**config.mk**
```make
export PLATFORM = sky130hd
export DESIGN_NAME = boot_watchdog_with_action_timers_top
export DESIGN_NICKNAME = d
export VERILOG_FILES = /design/src/sv/bwd_pkg.sv /design/src/sv/boot_watchdog_with_action_timers_top.sv /design/src/sv/bwd_ram.sv
export SDC_FILE = /design/constraint.sdc
export NUM_CORES = 1
export LEC_CHECK = 0
export ABC_AREA = 1
export BUFFER_PORTS_ARGS = -buffer_cell sky130_fd_sc_hd__buf_2
export CORE_UTILIZATION = 47
export DETAILED_ROUTE_END_ITERATION = 8
export GPL_TIMING_DRIVEN = 0
export PLACE_DENSITY = 0.62
export REMOVE_ABC_BUFFERS = 1
export SETUP_SLACK_MARGIN = 0.3
export SYNTH_ARGS = -nofsm -noshare
export SYNTH_HDL_FRONTEND = slang
export SYNTH_SLANG_ARGS = --single-unit
```
**constraint.sdc**
```tcl
create_clock -name aclk -period 15.57 [get_ports aclk]
set_clock_uncertainty 0.1 [all_clocks]
set_input_delay 3.114 -clock aclk [delete_from_list [all_inputs] [get_ports aclk]]
set_output_delay 3.114 -clock aclk [all_outputs]
set_load 0.01 [all_outputs]
```
**src/sv/bwd_pkg.sv**
```systemverilog
`default_nettype none

package bwd_pkg;

    localparam int COUNT_W = 32;
    localparam int LIMIT_W = 21;
    localparam int PERIOD_W = 16;

    localparam logic [COUNT_W-1:0] SHORT_TIMEOUT_RST = 32'd600000;
    localparam logic [COUNT_W-1:0] LONG_TIMEOUT_RST = 32'd1800000;
    localparam logic [PERIOD_W-1:0] CHECK_PERIOD_RST = 16'd5000;
    localparam logic [LIMIT_W-1:0] ACTION_LIMIT_MAX = 21'd1800000;

    typedef enum logic [1:0] {
        REG_SHORT_TIMEOUT = 2'd0,
        REG_LONG_TIMEOUT  = 2'd1,
        REG_CHECK_PERIOD  = 2'd2,
        REG_FAIL_ENABLE   = 2'd3
    } reg_index_t;

    typedef enum logic [2:0] {
        OP_TICK          = 3'd0,
        OP_SUSPEND_SHORT = 3'd1,
        OP_RESUME_SHORT  = 3'd2,
        OP_START         = 3'd3,
        OP_STOP          = 3'd4,
        OP_PAUSE         = 3'd5,
        OP_RESUME        = 3'd6,
        OP_STOP_MONITOR  = 3'd7
    } op_t;

    typedef enum logic [2:0] {
        STAT_OK        = 3'd0,
        STAT_DEAD      = 3'd1,
        STAT_EXISTS    = 3'd2,
        STAT_NOT_FOUND = 3'd3,
        STAT_FULL      = 3'd4,
        STAT_NO_CHANGE = 3'd5
    } status_t;

    typedef enum logic [1:0] {
        MODE_FREE   = 2'd0,
        MODE_ACTIVE = 2'd1,
        MODE_PAUSED = 2'd2
    } mode_t;

    typedef enum logic [2:0] {
        ST_IDLE,
        ST_LONG,
        ST_SHORT,
        ST_SCAN,
        ST_FINISH
    } state_t;

    function automatic logic [COUNT_W-1:0] sat_inc(input logic [COUNT_W-1:0] v);
        sat_inc = (v == {COUNT_W{1'b1}}) ? v : v + 1'b1;
    endfunction

endpackage

`default_nettype wire

```
**src/sv/boot_watchdog_with_action_timers_top.sv**
```systemverilog
`default_nettype none

// Boot watchdog with per-action timers.
// The input channel (s_valid/s_ready) carries one item per handshake: a one
// millisecond tick or a command (suspend/resume short counter, start, stop,
// pause or resume an action timer, stop monitor). Every item returns exactly
// one result item on the m_ channel: status, short counter state, monitor
// state and the fail event of a period check.
// Commands finish in the accept cycle; their result is valid in the next cycle.
// A tick that leaves the monitor alive runs the sequencer after its accept:
// one shared saturating incrementer and comparator visits the long counter, the
// short counter and then every slot of the action table, which sits in a RAM
// with a registered read port, so the read of each slot overlaps the update
// of the one before. The tick result is registered in the finish state.
// The block takes one item at a time; it is ready again in the cycle after a
// tick finishes, or right away after a command, as long as the result
// register is empty or being drained. A stalled receiver holds the result
// register and with it the input side. Configuration is a plain write port
// (cfg_we, cfg_index, cfg_wdata) that the user must write only while idle;
// the block itself does not enforce this. Reset restores the default limits,
// clears all counters and frees every slot; no clearing pass is needed.
module boot_watchdog_with_action_timers_top
    import bwd_pkg::*;
#(
    parameter int TIMER_SLOTS = 8
) (
    input  wire logic        aclk,
    input  wire logic        aresetn,

    input  wire logic        cfg_we,
    input  wire logic [1:0]  cfg_index,
    input  wire logic [31:0] cfg_wdata,

    input  wire logic        s_valid,
    output logic             s_ready,
    input  wire logic [2:0]  s_op,
    input  wire logic [2:0]  s_timer_id,
    input  wire logic [31:0] s_timeout_ms,

    output logic             m_valid,
    input  wire logic        m_ready,
    output logic [2:0]       m_status,
    output logic             m_short_running,
    output logic             m_monitor_alive,
    output logic             m_fail_event
);

    localparam int SLOT_W = (TIMER_SLOTS > 1) ? $clog2(TIMER_SLOTS) : 1;
    localparam int CNT_W = $clog2(TIMER_SLOTS + 1);
    localparam int RAM_W = COUNT_W + LIMIT_W;
    localparam logic [CNT_W-1:0] SLOTS_C = CNT_W'(TIMER_SLOTS);

    state_t state_reg, state_next;

    logic [COUNT_W-1:0]  short_to_reg, long_to_reg;
    logic [PERIOD_W-1:0] period_cfg_reg;
    logic                fail_en_reg;

    logic [COUNT_W-1:0]  long_count_reg, long_count_next;
    logic [COUNT_W-1:0]  short_count_reg, short_count_next;
    logic                short_en_reg, short_en_next;
    logic                alive_reg, alive_next;
    logic                run_req_reg, run_req_next;
    logic [PERIOD_W-1:0] period_count_reg, period_count_next;
    mode_t               mode_reg [TIMER_SLOTS];
    mode_t               mode_next [TIMER_SLOTS];
    logic [CNT_W-1:0]    active_cnt_reg, active_cnt_next;

    logic                close_reg, close_next;
    logic                fail_reg, fail_next;
    logic [CNT_W-1:0]    scan_idx_reg, scan_idx_next;
    logic                pend_reg, pend_next;
    logic [SLOT_W-1:0]   pend_idx_reg, pend_idx_next;

    logic                m_valid_reg, m_valid_next;
    status_t             m_status_reg, m_status_next;
    logic                m_short_running_reg, m_short_running_next;
    logic                m_monitor_alive_reg, m_monitor_alive_next;
    logic                m_fail_event_reg, m_fail_event_next;

    logic                ram_we;
    logic [SLOT_W-1:0]   ram_waddr;
    logic [RAM_W-1:0]    ram_wdata;
    logic [RAM_W-1:0]    ram_rdata;
    logic [COUNT_W-1:0]  rd_count;
    logic [LIMIT_W-1:0]  rd_limit;

    logic                in_acc;
    op_t                 op;
    logic                in_range;
    logic [SLOT_W-1:0]   id_idx;
    mode_t               cur_mode;
    logic [LIMIT_W-1:0]  clamp_limit;
    logic [PERIOD_W-1:0] period_eff;
    logic [PERIOD_W-1:0] pc_inc;
    logic                tick_close;
    logic                is_tick;
    logic                tick_die;
    logic                slot_active;

    // Shared saturating incrementer and comparator.
    logic [COUNT_W-1:0]  unit_src, unit_sum, unit_val, unit_lim;
    logic                unit_inc, unit_ge;

    assign s_ready = (state_reg == ST_IDLE) && (!m_valid_reg || m_ready);
    assign in_acc = s_valid && s_ready;
    assign op = op_t'(s_op);
    assign in_range = (32'(s_timer_id) < TIMER_SLOTS);
    assign id_idx = SLOT_W'(s_timer_id);
    assign cur_mode = mode_reg[id_idx];
    assign clamp_limit = (s_timeout_ms > 32'(ACTION_LIMIT_MAX)) ?
                         ACTION_LIMIT_MAX : s_timeout_ms[LIMIT_W-1:0];

    assign period_eff = (period_cfg_reg == '0) ? PERIOD_W'(1) : period_cfg_reg;
    assign pc_inc = period_count_reg + 1'b1;
    assign tick_close = (pc_inc >= period_eff);
    assign is_tick = alive_reg && (op == OP_TICK);
    assign tick_die = is_tick && tick_close && !run_req_reg;

    assign rd_count = ram_rdata[COUNT_W-1:0];
    assign rd_limit = ram_rdata[RAM_W-1:COUNT_W];
    assign slot_active = pend_reg && (mode_reg[pend_idx_reg] == MODE_ACTIVE);

    always_comb begin
        case (state_reg)
            ST_LONG: begin
                unit_src = long_count_reg;
                unit_lim = long_to_reg;
                unit_inc = 1'b1;
            end
            ST_SHORT: begin
                unit_src = short_count_reg;
                unit_lim = short_to_reg;
                unit_inc = short_en_reg;
            end
            default: begin
                unit_src = rd_count;
                unit_lim = COUNT_W'(rd_limit);
                unit_inc = slot_active;
            end
        endcase
        unit_sum = sat_inc(unit_src);
        unit_val = unit_inc ? unit_sum : unit_src;
        unit_ge = (unit_val >= unit_lim);
    end

    bwd_ram #(
        .WIDTH(RAM_W),
        .DEPTH(TIMER_SLOTS)
    ) u_slot_ram (
        .aclk (aclk),
        .we   (ram_we),
        .waddr(ram_waddr),
        .wdata(ram_wdata),
        .raddr(scan_idx_reg[SLOT_W-1:0]),
        .rdata(ram_rdata)
    );

    // Next state of the sequencer.
    always_comb begin
        state_next = state_reg;
        case (state_reg)
            ST_IDLE: begin
                if (in_acc && is_tick && !tick_die) begin
                    state_next = ST_LONG;
                end
            end
            ST_LONG: state_next = ST_SHORT;
            ST_SHORT: state_next = ST_SCAN;
            ST_SCAN: begin
                if (scan_idx_reg == SLOTS_C && !pend_reg) begin
                    state_next = ST_FINISH;
                end
            end
            ST_FINISH: state_next = ST_IDLE;
            default: state_next = ST_IDLE;
        endcase
    end

    // Datapath and result.
    always_comb begin
        logic             load_res;
        logic [CNT_W-1:0] cnt_after;

        long_count_next = long_count_reg;
        short_count_next = short_count_reg;
        short_en_next = short_en_reg;
        alive_next = alive_reg;
        run_req_next = run_req_reg;
        period_count_next = period_count_reg;
        mode_next = mode_reg;
        active_cnt_next = active_cnt_reg;
        close_next = close_reg;
        fail_next = fail_reg;
        scan_idx_next = scan_idx_reg;
        pend_next = pend_reg;
        pend_idx_next = pend_idx_reg;
        m_valid_next = m_valid_reg && !m_ready;
        m_status_next = m_status_reg;
        m_short_running_next = m_short_running_reg;
        m_monitor_alive_next = m_monitor_alive_reg;
        m_fail_event_next = m_fail_event_reg;
        ram_we = 1'b0;
        ram_waddr = pend_idx_reg;
        ram_wdata = {rd_limit, unit_val};
        load_res = 1'b0;
        cnt_after = active_cnt_reg;

        case (state_reg)
            ST_IDLE: begin
                if (in_acc) begin
                    load_res = 1'b1;
                    m_status_next = STAT_OK;
                    if (!alive_reg) begin
                        m_status_next = STAT_DEAD;
                    end else begin
                        case (op)
                            OP_TICK: begin
                                period_count_next = tick_close ? '0 : pc_inc;
                                close_next = tick_close;
                                if (tick_die) begin
                                    // Stop was requested: the monitor dies here.
                                    alive_next = 1'b0;
                                    active_cnt_next = '0;
                                    for (int i = 0; i < TIMER_SLOTS; i++) begin
                                        mode_next[i] = MODE_FREE;
                                    end
                                end else begin
                                    load_res = 1'b0;
                                end
                            end
                            OP_SUSPEND_SHORT: begin
                                if (short_en_reg) begin
                                    short_en_next = 1'b0;
                                end else begin
                                    m_status_next = STAT_NO_CHANGE;
                                end
                            end
                            OP_RESUME_SHORT: begin
                                if (short_en_reg) begin
                                    m_status_next = STAT_NO_CHANGE;
                                end else begin
                                    short_en_next = 1'b1;
                                end
                            end
                            OP_START: begin
                                if (!in_range) begin
                                    m_status_next = STAT_FULL;
                                end else if (cur_mode != MODE_FREE) begin
                                    m_status_next = STAT_EXISTS;
                                end else begin
                                    mode_next[id_idx] = MODE_ACTIVE;
                                    active_cnt_next = active_cnt_reg + 1'b1;
                                    ram_we = 1'b1;
                                    ram_waddr = id_idx;
                                    ram_wdata = {clamp_limit, {COUNT_W{1'b0}}};
                                    short_en_next = 1'b0;
                                    if (!short_en_reg) begin
                                        m_status_next = STAT_NO_CHANGE;
                                    end
                                end
                            end
                            OP_STOP: begin
                                if (in_range && cur_mode != MODE_FREE) begin
                                    mode_next[id_idx] = MODE_FREE;
                                    if (cur_mode == MODE_ACTIVE) begin
                                        cnt_after = active_cnt_reg - 1'b1;
                                    end
                                end else begin
                                    m_status_next = STAT_NOT_FOUND;
                                end
                                active_cnt_next = cnt_after;
                                if (cnt_after == '0) begin
                                    short_en_next = 1'b1;
                                end
                            end
                            OP_PAUSE: begin
                                if (!in_range || cur_mode != MODE_ACTIVE) begin
                                    m_status_next = STAT_NOT_FOUND;
                                end else begin
                                    mode_next[id_idx] = MODE_PAUSED;
                                    cnt_after = active_cnt_reg - 1'b1;
                                    active_cnt_next = cnt_after;
                                    if (cnt_after == '0) begin
                                        short_en_next = 1'b1;
                                    end
                                end
                            end
                            OP_RESUME: begin
                                if (!in_range || cur_mode != MODE_PAUSED) begin
                                    m_status_next = STAT_NOT_FOUND;
                                end else begin
                                    mode_next[id_idx] = MODE_ACTIVE;
                                    active_cnt_next = active_cnt_reg + 1'b1;
                                    short_en_next = 1'b0;
                                end
                            end
                            OP_STOP_MONITOR: begin
                                run_req_next = 1'b0;
                            end
                            default: begin
                                run_req_next = 1'b0;
                            end
                        endcase
                    end
                    if (load_res) begin
                        m_valid_next = 1'b1;
                        m_short_running_next = short_en_next;
                        m_monitor_alive_next = alive_next;
                        m_fail_event_next = 1'b0;
                    end
                end
            end
            ST_LONG: begin
                long_count_next = unit_val;
                fail_next = unit_ge;
            end
            ST_SHORT: begin
                short_count_next = unit_val;
                fail_next = fail_reg || unit_ge;
                scan_idx_next = '0;
                pend_next = 1'b0;
            end
            ST_SCAN: begin
                // Read of the next slot overlaps the update of the previous one.
                if (scan_idx_reg != SLOTS_C) begin
                    pend_next = 1'b1;
                    pend_idx_next = scan_idx_reg[SLOT_W-1:0];
                    scan_idx_next = scan_idx_reg + 1'b1;
                end else begin
                    pend_next = 1'b0;
                end
                if (slot_active) begin
                    ram_we = 1'b1;
                    fail_next = fail_reg || unit_ge;
                end
            end
            ST_FINISH: begin
                m_valid_next = 1'b1;
                m_status_next = STAT_OK;
                m_short_running_next = short_en_reg;
                m_monitor_alive_next = alive_reg;
                m_fail_event_next = close_reg && fail_reg && fail_en_reg;
                if (close_reg && fail_reg) begin
                    run_req_next = 1'b0;
                end
            end
            default: begin
                pend_next = 1'b0;
            end
        endcase
    end

    always_ff @(posedge aclk) begin
        if (!aresetn) begin
            state_reg <= ST_IDLE;
            short_to_reg <= SHORT_TIMEOUT_RST;
            long_to_reg <= LONG_TIMEOUT_RST;
            period_cfg_reg <= CHECK_PERIOD_RST;
            fail_en_reg <= 1'b1;
            long_count_reg <= '0;
            short_count_reg <= '0;
            short_en_reg <= 1'b1;
            alive_reg <= 1'b1;
            run_req_reg <= 1'b1;
            period_count_reg <= '0;
            for (int i = 0; i < TIMER_SLOTS; i++) begin
                mode_reg[i] <= MODE_FREE;
            end
            active_cnt_reg <= '0;
            close_reg <= 1'b0;
            fail_reg <= 1'b0;
            scan_idx_reg <= '0;
            pend_reg <= 1'b0;
            m_valid_reg <= 1'b0;
        end else begin
            state_reg <= state_next;
            if (cfg_we) begin
                case (reg_index_t'(cfg_index))
                    REG_SHORT_TIMEOUT: short_to_reg <= cfg_wdata;
                    REG_LONG_TIMEOUT: long_to_reg <= cfg_wdata;
                    REG_CHECK_PERIOD: period_cfg_reg <= cfg_wdata[PERIOD_W-1:0];
                    REG_FAIL_ENABLE: fail_en_reg <= cfg_wdata[0];
                    default: fail_en_reg <= fail_en_reg;
                endcase
            end
            long_count_reg <= long_count_next;
            short_count_reg <= short_count_next;
            short_en_reg <= short_en_next;
            alive_reg <= alive_next;
            run_req_reg <= run_req_next;
            period_count_reg <= period_count_next;
            mode_reg <= mode_next;
            active_cnt_reg <= active_cnt_next;
            close_reg <= close_next;
            fail_reg <= fail_next;
            scan_idx_reg <= scan_idx_next;
            pend_reg <= pend_next;
            m_valid_reg <= m_valid_next;
        end
    end

    always_ff @(posedge aclk) begin
        pend_idx_reg <= pend_idx_next;
        m_status_reg <= m_status_next;
        m_short_running_reg <= m_short_running_next;
        m_monitor_alive_reg <= m_monitor_alive_next;
        m_fail_event_reg <= m_fail_event_next;
    end

    assign m_valid = m_valid_reg;
    assign m_status = m_status_reg;
    assign m_short_running = m_short_running_reg;
    assign m_monitor_alive = m_monitor_alive_reg;
    assign m_fail_event = m_fail_event_reg;

    a_active_bound: assert property (@(posedge aclk) disable iff (!aresetn)
        active_cnt_reg <= SLOTS_C)
        else $error("active slot count exceeds the table size");

    a_dead_no_active: assert property (@(posedge aclk) disable iff (!aresetn)
        !alive_reg |-> (active_cnt_reg == '0))
        else $error("active slots left after the monitor died");

    a_dead_stays: assert property (@(posedge aclk) disable iff (!aresetn)
        !alive_reg |=> !alive_reg)
        else $error("monitor came back to life");

    a_fail_drops_run: assert property (@(posedge aclk) disable iff (!aresetn)
        (m_valid_reg && m_fail_event_reg) |-> !run_req_reg)
        else $error("fail event reported without a shutdown request");

    a_busy_no_result: assert property (@(posedge aclk) disable iff (!aresetn)
        (state_reg != ST_IDLE) |-> !m_valid_reg)
        else $error("result pending while a tick is in work");

endmodule

`default_nettype wire

```
**src/sv/bwd_ram.sv**
```systemverilog
`default_nettype none

module bwd_ram #(
    parameter int WIDTH = 8,
    parameter int DEPTH = 8
) (
    input  wire logic                                  aclk,
    input  wire logic                                  we,
    input  wire logic [(DEPTH > 1 ? $clog2(DEPTH) : 1)-1:0] waddr,
    input  wire logic [WIDTH-1:0]                      wdata,
    input  wire logic [(DEPTH > 1 ? $clog2(DEPTH) : 1)-1:0] raddr,
    output logic      [WIDTH-1:0]                      rdata
);

    logic [WIDTH-1:0] mem [DEPTH];

    always_ff @(posedge aclk) begin
        if (we) begin
            mem[waddr] <= wdata;
        end
        rdata <= mem[raddr];
    end

endmodule

`default_nettype wire
```
==> results.py, run 1 <==
metrics = {
    "status": {
        "outcome": "finished, final reports clean",
    },
    "sta": {
        "final-hold-violation-count": 0,
        "max-slew-margin-rel": 0.07991,
        "period_needed_ps": 7686,
        "timing.hold.ws_ps": 361.0,
        "setup_viol": 0,
        "rsz0062_at_grt": "no",
        "max_freq_mhz": 130.1,
        "slew_violations": 0,
        "period_share": 0.4937,
        "tightest_slew_ps": 1379,
        "worst_slack_ps": 7884,
    },
    "clock_network": {
        "holdBufCountCts": 0,
        "clock_latency_ps": 630,
        "post_cts_resized": 0,
        "numClockSinks": 681,
        "cts_setup_buffers": 0,
        "tritoncts": "yes",
        "clockRootBuffer": "clkbuf_16",
        "htreeDepth": 3,
        "clk_pin_slew_ps": 60,
        "cts_made_buffers": 71,
        "clockBufferDepth": 3,
    },
    "floorplanning": {
        "num_rows": 92,
        "die_area_sq_um": 65460,
        "initial_core_util": 0.4776,
        "core_area_sq_um": 63430,
        "die-width_microns": 255.9,
        "ioPinCount": 85,
        "die_h_microns": 255.9,
    },
    "cells_and_area": {
        "area_growth_pct": 12.46,
        "fillers": 5621,
        "reg.largest.list": "u_slot_ram.mem (424), u_slot_ram.rdata (53)",
        "drive_gt1_frac": 0.08811,
        "fin_cells": 4198,
        "top_register": "u_slot_ram.mem",
        "stdcell_area_sq_um": 34060,
        "largest_register_ffs": 424,
        "nets": 3422,
        "final_cell_mix": "nor2_1 (640), nand2_1 (472), edfxtp_1 (433)",
        "final_common_cell": "nor2_1",
    },
    "worst_setup_path": {
        "start_kind": "flop",
        "worstPathArrival_ps": 8150,
        "end_kind": "flop",
        "cp-startpoint": "state_reg[1]$_SDFFE_PN0P_",
        "criticalPathCategory": "reg2reg",
        "r2r_slack_ps": 7880,
        "crit_fanout": 109,
        "r2r_start": "state_reg[1]$_SDFFE_PN0P_",
        "r2r_cells": 27,
        "worstPathRequired_ps": 16030,
        "crit_end": "fail_reg$_SDFFE_PN0P_",
        "regToRegEndpoint": "fail_reg$_SDFFE_PN0P_",
    },
    "routing": {
        "wl_met2_microns": 38130,
        "wl_met3_microns": 5298,
        "wl_per_cell_microns": 19.56,
        "met1_length_microns": 36580,
        "vias": 23640,
        "vias_per_cell": 5.631,
        "antenna_left": 0,
        "drc": 0,
        "wirelength_microns": 82110,
        "top_layer": "met4",
        "drt_iter0_drc": 2424,
        "firstDrtPassIters": 6,
    },
    "placed_design": {
        "gp_congestion": 0.9012,
        "placedInstanceArea_sq_um": 31720,
        "place.port_buffers": 84,
        "dp_cells": 4063,
        "place.detailed.hpwl_microns": 51430,
        "pre_cts_ws_ps": 7395,
    },
    "yosys": {
        "syn_inst": 3282,
        "ys_warn_count": 0,
        "ys_seq_area_frac": 0.5932,
        "synth_top_flop_cell": "edfxtp_1",
        "syn_avg_cell_area_sq_um": 9.229,
        "yosys.cell_types.count": 53,
        "synth-seq-cells": 681,
        "synthArstFlopShare": 0,
        "synth_edf_count": 433,
        "syn_area_sq_um": 30290,
    },
    "power": {
        "p_int_mw": 3.397,
        "power_density_nw_per_um2": 144.4,
        "clkPwrFrac": 0.347,
        "total_power_mw": 4.918,
        "max-vdd-ir-drop_mv": 0.09690,
        "swShare": 0.3093,
        "p_leak_nw": 13.16,
        "switchingPower_mw": 1.521,
        "pwr-share-comb": 0.208,
        "seqPwrFrac": 0.445,
    },
    "global_routing": {
        "grt_overflow_total": 0,
        "antenna_found_initial": 4,
        "grt_max_degree": 125,
        "grt_pass1_vias": 22590,
        "grt_pass1_wl_microns": 126900,
        "grtUsageTotal": 0.2469,
    },
    "worst_hold_path": {
        "min_path_type": "reg2reg",
    },
    "run": {
        "drv_cap": 0,
    },
}
[critical path, cell delays in order (launching register included)]
cell and delay, ps:
dfxtp_1 730, nor2_2 1090, nand2_4 560, inv_4 1030
nand2_1 140, nand2_1 100, nor2_1 100, inv_1 100
ha_1 210, inv_1 110, nor2_4 180, nand2_2 130
nor2_2 160, nand2_1 510, nand3_1 270, nand2_1 210
inv_1 110, ha_1 140, nand2_1 60, inv_1 70
nand3_1 70, inv_1 100, nand2_1 60, nor4_1 650
nand4_1 220, o2111ai_1 170, nor2_1 60, nor2_1 100
[layout make-up]
cell class | instances | area (sq um) | area share
Sequential cell | 681 | 17970 | 0.5277
Multi-Input combinational cell | 2182 | 10720 | 0.3146
Clock buffer | 102 | 2048 | 0.06013
Tap cell | 846 | 1059 | 0.03108
Timing Repair Buffer | 111 | 1044 | 0.03063
Inverter | 243 | 927.1 | 0.02722
Clock inverter | 29 | 285.3 | 0.008375
Antenna cell | 4 | 10.01 | 0.0002939
[worst min path at each step]
stage	start	endpoint	depth (start not counted)
6_report	long_to_reg[10]$_SDFFE_PN1P_	long_to_reg[10]$_SDFFE_PN1P_	2
5_1_grt	short_count_reg[8]$_SDFFE_PN0N_	short_count_reg[8]$_SDFFE_PN0N_	2
4_1_cts	short_count_reg[16]$_SDFFE_PN0N_	short_count_reg[16]$_SDFFE_PN0N_	2
3_5_place_dp	long_to_reg[20]$_SDFFE_PN1P_	long_to_reg[20]$_SDFFE_PN1P_	2
3_3_place_gp	short_to_reg[16]$_SDFFE_PN1P_	short_to_reg[16]$_SDFFE_PN1P_	2
2_1_floorplan	short_count_reg[24]$_SDFFE_PN0N_	short_count_reg[24]$_SDFFE_PN0N_	2
[power by group through the flow]
stage                     Clock [mW]  Combinational (mW)  Sequential (mW)
after floorplan                    0               0.664             2.21
after global placement             0               0.963             2.22
after detailed placement           0                1.01             2.22
after CTS                       1.73                1.01             2.18
after global routing            1.80                1.14             2.19
final                           1.71                1.02             2.19
[synthesized netlist by cell type (55+ instances only)]
cell	count	area share
a21oi_1	117	0.019
clkbuf_1	126	0.016
nand2_1	472	0.058
nand3_1	180	0.030
o21ai_0	355	0.059
inv_1	230	0.029
a31oi_1	57	0.012
nor2_1	650	0.081
edfxtp_1	433	0.43
ha_1	55	0.023
o22ai_1	55	0.011
dfxtp_1	248	0.16
[cells by family (layout without fill, tap and decap cells)]
group,Yosys count,count (layout),share of synthesized area
fa+ha+maj,55,55,0.02272
xor+xnor,34,34,0.01008
other cells,0,4,0
buf+inv,419,485,0.05568
compound gates,693,693,0.1275
simple gates,1400,1400,0.1908
flops,681,681,0.5932
[layer usage]
metal | vias up | track usage
li1 | 11220 | -
met1 | 11460 | 0.3417
met2 | 826 | 0.3969
met3 | 138 | 0.03832
met4 | 0 | 0.08150
met5 | - | 0
[per-stage QoR]
stage,util,setup TNS [ps]
2_1_floorplan,-,0
3_3_place_gp,0.4887,-76310
3_5_place_dp,0.5001,0
4_1_cts,0.5369,0
5_1_grt,0.5370,0
6_report,0.5370,0
(Power assumes the default switching activity.)
==> inputs of run 2 (changes only) <==
- ABC_AREA: 1 -> 0
- clock period: 15.57 -> 7.2 ns (I/O delays scaled with it)
==> results.py, run 2 <==
metrics = {
    "power": {
        "power_density_nw_per_um2": 243.6,
        "p_int_mw": 6.421,
        "p_leak_nw": 11.39,
        "max-vdd-ir-drop_mv": 0.1609,
        "pwr-share-comb": 0.040,
        "seqPwrFrac": 0.511,
        "switchingPower_mw": 1.781,
        "clkPwrFrac": 0.449,
        "swShare": 0.2172,
        "total_power_mw": 8.202,
    },
    "yosys": {
        "syn_avg_cell_area_sq_um": 12.72,
        "syn_inst": 2336,
        "synthXorXnorAreaFrac": 0.01293,
        "ys_warn_count": 0,
        "synth-simple-area-share": 0.1133,
        "synthArstFlopShare": 0,
        "synth_top_flop_cell": "edfxtp_1",
        "syn_area_sq_um": 29700,
        "synth_fa_ha_area_frac": 0.02317,
        "synth-seq-cells": 681,
        "synth_common_cells": "edfxtp_1 (433), dfxtp_1 (248), nand2_1 (230)",
        "synth.largest_area_cell": "edfxtp_1",
        "synth_area_leaders": "edfxtp_1 (44%), dfxtp_1 (17%), mux4_2 (8.1%)",
        "ys_seq_area_frac": 0.6049,
        "synth_compound_area_frac": 0.1114,
        "yosysMostFrequentCell": "edfxtp_1",
        "yosys.cell_types.count": 88,
        "synth_edf_count": 433,
        "synth_top_family_by_area": "simple AND/OR/NAND/NOR gates",
        "yosys.area.top_type_share": 0.4377,
        "muxShareOfSynthArea": 0.1047,
    },
    "routing": {
        "firstDrtPassIters": 6,
        "antenna_left": 0,
        "wl_per_cell_microns": 22.95,
        "wirelength_microns": 75130,
        "vias": 19770,
        "drc": 0,
        "drt_iter0_drc": 1909,
        "vias_per_cell": 6.038,
    },
    "worst_setup_path": {
        "r2r_cells": 15,
        "regToRegEndpoint": "fail_reg$_SDFFE_PN0P_",
        "crit_buf_inv": 1,
        "worstPathCellList": "or3b_1 > nand2_4 > o22ai_1 > nor4_4 > o311ai_1 > xnor2_1 > inv_1 > ha_1 > a21o_1 > a21o_1 > a21oi_1 > o21ai_0 > a21o_1 > a211oi_1 > o22ai_1",
        "end_kind": "flop",
        "slowest_stage": "nor4_4",
        "criticalPathCategory": "reg2reg",
        "worst_path_most_repeated_cell": "a21o_1",
        "r2r_start": "state_reg[1]$_SDFFE_PN0P_",
        "slowest_delay_ps": 950,
        "crit_fanout": 54,
        "critical_path.top_delay_family": "simple AND/OR/NAND/NOR gates",
        "worstPathRequired_ps": 7600,
        "worstPathArrival_ps": 6950,
        "cp.depth": 15,
        "start_kind": "flop",
        "r2r_slack_ps": 650,
    },
    "global_routing": {
        "grt_max_degree": 114,
        "grtUsageTotal": 0.2343,
        "grt_pass1_vias": 19290,
        "antenna_found_initial": 4,
        "grt_pass1_wl_microns": 114100,
        "grt_overflow_total": 0,
    },
    "clock_network": {
        "cts_made_buffers": 71,
        "clk_pin_slew_ps": 60,
        "numClockSinks": 681,
        "tritoncts": "yes",
        "clockRootBuffer": "clkbuf_16",
        "clock_latency_ps": 630,
        "htreeDepth": 3,
        "clockBufferDepth": 3,
        "holdBufCountCts": 0,
    },
    "run": {
        "drv_cap": 0,
    },
    "sta": {
        "rsz0062_at_grt": "no",
        "tightest_slew_ps": 1378,
        "final-hold-violation-count": 0,
        "slew_violations": 0,
        "max-slew-margin-rel": 0.08162,
        "setup_viol": 0,
        "period_share": 0.9100,
        "final.setup.tns_ps": 0,
        "max_freq_mhz": 152.6,
        "period_needed_ps": 6552,
    },
    "cells_and_area": {
        "area_growth_pct": 13.35,
        "drive_gt1_frac": 0.1828,
        "fin_cells": 3274,
        "nets": 2507,
        "largest_register_ffs": 424,
        "final_common_cell": "edfxtp_1",
        "reg.largest.list": "u_slot_ram.mem (424), u_slot_ram.rdata (53)",
        "final_cell_mix": "edfxtp_1 (433), dfxtp_1 (242), nand2_1 (230)",
        "top_register": "u_slot_ram.mem",
        "stdcell_area_sq_um": 33670,
    },
    "placed_design": {
        "place.detailed.hpwl_microns": 48160,
        "placedInstanceArea_sq_um": 31270,
        "dp_cells": 3138,
        "gp_congestion": 0.8952,
        "place.port_buffers": 84,
    },
    "floorplanning": {
        "core_area_sq_um": 62050,
        "ioPinCount": 85,
        "die_h_microns": 253.4,
        "die-width_microns": 253.4,
        "die_area_sq_um": 64210,
        "num_rows": 91,
        "initial_core_util": 0.4787,
    },
    "worst_hold_path": {
        "min_from": "short_count_reg[6]$_SDFFE_PN0N_",
        "min_path_type": "reg2reg",
        "hold_depth": 2,
        "worstHoldEndpoint": "short_count_reg[6]$_SDFFE_PN0N_",
    },
    "status": {
        "outcome": "finished, final reports clean",
    },
}
==> run 2: metrics by stage <==
step	utilization	hold slack, ps	setup slack (ps)
finish	0.5426	351.5	647.7
detailed placement	0.5040	345.9	78.05
floorplan	-	332.0	-1627
global placement	0.4920	341.2	-8339
global route	0.5426	369.8	382.3
CTS	0.5421	353.7	540.3
==> run 2: worst reg2reg max path, stage by stage, from the launching register on <==
cell      delay (ps)
dfxtp_4          720
or3b_1           930
nand2_4          610
o22ai_1          550
nor4_4           950
o311ai_1         250
xnor2_1          460
inv_1            200
ha_1             350
a21o_1           180
a21o_1           170
a21oi_1          140
o21ai_0           90
a21o_1           190
a211oi_1         390
o22ai_1          140
==> run 2: layer usage <==
metal	vias to the layer above	global-route usage	share of wire	wire length, microns
li1	8965	-	-	-
met1	10000	0.3214	0.44	33150
met2	669	0.3785	0.48	35730
met3	128	0.03906	0.054	4089
met4	4	0.07723	0.028	2128
met5	-	0	0.00041	31
==> run 2: cell type report <==
cell class | instances | area [sq um]
diodes | 3 | 7.507
clock buffers | 102 | 2014
clock inverters | 30 | 337.8
fillers | 5084 | 28380
inverters | 63 | 241.5
multi-input cells | 1438 | 10950
flip-flops and latches | 681 | 17990
well taps | 837 | 1047
repair buffers | 120 | 1082
==> run 2: kinds of logic (layout without fill, tap and decap cells) <==
group | count (synthesis) | in the layout
compound gates | 496 | 496
xor+xnor | 43 | 43
fa+ha+maj | 55 | 55
buf+inv | 217 | 315
flops | 681 | 681
mux | 170 | 170
other cells | 0 | 3
simple gates | 674 | 674
==> run 2: worst max path at each step <==
stage                                          from                         endpoint  slack [ps]
after floorplan                       s_timer_id[2]   u_slot_ram.mem[1][0]$_DFFE_PP_       -1630
after global placement                s_timer_id[2]  u_slot_ram.mem[3][41]$_DFFE_PP_       -8340
after detailed placement  state_reg[2]$_SDFFE_PN0P_            fail_reg$_SDFFE_PN0P_          80
after CTS                 state_reg[1]$_SDFFE_PN0P_            fail_reg$_SDFFE_PN0P_         540
after global routing      state_reg[0]$_SDFFE_PN0P_            fail_reg$_SDFFE_PN0P_         380
final                     state_reg[1]$_SDFFE_PN0P_            fail_reg$_SDFFE_PN0P_         650
==> run 2: power by group through the flow <==
stage | logic [mW] | registers (mW) | clock network (mW)
3_5_place_dp | 0.322 | 4.27 | 0
2_1_floorplan | 0.184 | 4.27 | 0
3_3_place_gp | 0.305 | 4.28 | 0
6_report | 0.327 | 4.19 | 3.68
4_1_cts | 0.324 | 4.19 | 3.74
5_1_grt | 0.358 | 4.19 | 3.89
==> run 2: what timing repair did <==
item,in CTS,in global routing
endpoints found under the setup margin,1,1
gates cloned,0,0
setup buffers,0,1
resized for setup,2,2
==> inputs of run 3 (changes only) <==
- CTS_BUF_LIST: not set -> sky130_fd_sc_hd__clkbuf_4 sky130_fd_sc_hd__clkbuf_8 sky130_fd_sc_hd__clkbuf_16
- CTS_CLUSTER_SIZE: not set -> 16
- SLEW_MARGIN: not set -> 10
==> results.py, run 3 (synthesis gave the netlist of run 2 again) <==
metrics = {
    "worst_setup_path": {
        "r2r_cells": 21,
        "r2r_start": "state_reg[2]$_SDFFE_PN0P_",
        "crit_fanout": 65,
        "start_kind": "flop",
        "worstPathArrival_ps": 6700,
        "worstPathCellList": "buf_16 > nor3b_2 > buf_6 > buf_6 > nor2_2 > o2bb2ai_2 > ha_1 > o21ai_1 > nor4_4 > nand4_2 > o21ai_1 > mux2i_1 > inv_1 > ha_1 > a21o_1 > a21o_1 > a211oi_1 > o21ai_0 > a21o_1 > a211oi_1 > o22ai_1",
        "cp-startpoint": "state_reg[2]$_SDFFE_PN0P_",
        "slowest_stage": "nor2_2",
        "end_kind": "flop",
        "cp.depth": 21,
        "crit_buf_inv": 4,
        "criticalPathCategory": "reg2reg",
        "worst_path_most_repeated_cell": "a21o_1",
        "slowest_delay_ps": 520,
        "critical_path.top_delay_family": "compound AO/OA/AOI/OAI gates",
        "worstPathRequired_ps": 7590,
    },
    "placed_design": {
        "place.detailed.hpwl_microns": 49100,
        "place.port_buffers": 84,
        "dp_cells": 3148,
        "placedInstanceArea_sq_um": 31450,
        "pre_cts_ws_ps": 456.3,
        "gp_congestion": 0.8952,
    },
    "cells_and_area": {
        "largest_register_ffs": 424,
        "reg.largest.list": "u_slot_ram.mem (424), u_slot_ram.rdata (53)",
        "nets": 2518,
        "drive_gt1_frac": 0.1978,
        "final_common_cell": "edfxtp_1",
        "area_growth_pct": 14.33,
        "postLayoutCoreUtil": 0.5473,
        "stdcell_area_sq_um": 33960,
        "top_register": "u_slot_ram.mem",
        "final_cell_mix": "edfxtp_1 (433), dfxtp_1 (242), nand2_1 (230)",
        "fin_cells": 3288,
    },
    "power": {
        "max-vdd-ir-drop_mv": 0.1762,
        "power_density_nw_per_um2": 245.1,
        "p_leak_nw": 11.57,
        "total_power_mw": 8.324,
    },
    "routing": {
        "vias_per_cell": 6.037,
        "drt_iter0_drc": 2062,
        "drc": 0,
        "antenna_left": 0,
        "firstDrtPassIters": 6,
        "wl_per_cell_microns": 22.87,
        "vias": 19850,
        "wirelength_microns": 75200,
    },
    "clock_network": {
        "clockRootBuffer": "clkbuf_16",
        "numClockSinks": 681,
        "htreeDepth": 3,
        "cts_setup_buffers": 0,
        "tritoncts": "yes",
        "cts_made_buffers": 73,
        "clockBufferDepth": 3,
        "clk_pin_slew_ps": 60,
        "clock_latency_ps": 620,
    },
    "sta": {
        "period_needed_ps": 6309,
        "rsz0062_at_grt": "no",
        "worst_slack_ps": 890.5,
        "period_share": 0.8763,
        "final-hold-violation-count": 0,
        "timing.hold.ws_ps": 353.1,
        "final.setup.tns_ps": 0,
        "max_freq_mhz": 158.5,
        "tightest_slew_ps": 1269,
        "setup_viol": 0,
        "max-slew-margin-rel": 0.1478,
        "slew_violations": 0,
    },
    "floorplanning": {
        "die-width_microns": 253.4,
        "die_h_microns": 253.4,
        "ioPinCount": 85,
        "die_area_sq_um": 64210,
        "initial_core_util": 0.4787,
        "core_area_sq_um": 62050,
        "num_rows": 91,
    },
    "global_routing": {
        "grt_overflow_total": 0,
        "grtUsageTotal": 0.2351,
        "grt_max_degree": 86,
        "grt_pass1_vias": 19400,
        "grt_pass1_wl_microns": 115000,
        "antenna_found_initial": 7,
    },
    "worst_hold_path": {
        "hold_depth": 2,
        "min_path_type": "reg2reg",
        "min_from": "short_count_reg[6]$_SDFFE_PN0N_",
    },
    "status": {
        "outcome": "finished, final reports clean",
    },
    "run": {
        "drv_cap": 0,
    },
}
run 3: cell types whose count changed in the layout (fill, tap and decap cells not counted), sizes merged:
cell,previous run,this run
buf,120,129
bufinv,5,4
clkbuf,102,107
clkinvlp,4,3
diode,3,4
inv,63,64
run 3: power by group:
| part | internal [mW] | leakage [nW] | switching (mW) | total, mW |
|---|---|---|---|---|
| sequential | 4.17 | 5.93 | 0.0229 | 4.19 |
| combinational | 0.110 | 4.39 | 0.223 | 0.334 |
| clock | 2.26 | 1.24 | 1.54 | 3.80 |
run 3: worst paths after layout:
check / slack, ps / to
worst min-delay path: 350 / short_count_reg[6]$_SDFFE_PN0N_
worst max-delay path: 890 / fail_reg$_SDFFE_PN0P_
worst min register to register: 350 / short_count_reg[6]$_SDFFE_PN0N_
worst max register to register: 890 / fail_reg$_SDFFE_PN0P_
run 3: cell type report:
| cell class | instances | area [sq um] |
|---|---|---|
| clock buffer | 107 | 2180 |
| antenna | 4 | 10.01 |
| clock inverter | 29 | 295.3 |
| multi-input combinational | 1438 | 10960 |
| fill | 5041 | 28090 |
| tap | 837 | 1047 |
| inverter | 63 | 241.5 |
| timing repair buffer | 129 | 1237 |
| sequential | 681 | 17980 |
run 3: layer usage:
layer,routed length [microns],vias up,GRT usage,share of wire
met1,32600,10050,0.3207,0.43
met5,61,-,0,0.00081
li1,-,8991,-,-
met2,36350,673,0.3843,0.48
met3,4482,127,0.04245,0.060
met4,1704,8,0.06649,0.023
run 3: worst reg2reg max path: stages, from the launching register on:
cell and delay (ps):
dfxtp_4 380, buf_16 300, nor3b_2 230, buf_6 200, buf_6 150, nor2_2 520
o2bb2ai_2 240, ha_1 250, o21ai_1 210, nor4_4 420, nand4_2 400, o21ai_1 420
mux2i_1 500, inv_1 140, ha_1 320, a21o_1 160, a21o_1 170, a211oi_1 230
o21ai_0 120, a21o_1 220, a211oi_1 370, o22ai_1 130
run 3: what timing repair did:
item / CTS / global route
setup endpoints to repair: 0 / 1
hold buffers: 0 / 0
gates resized for setup: 0 / 1
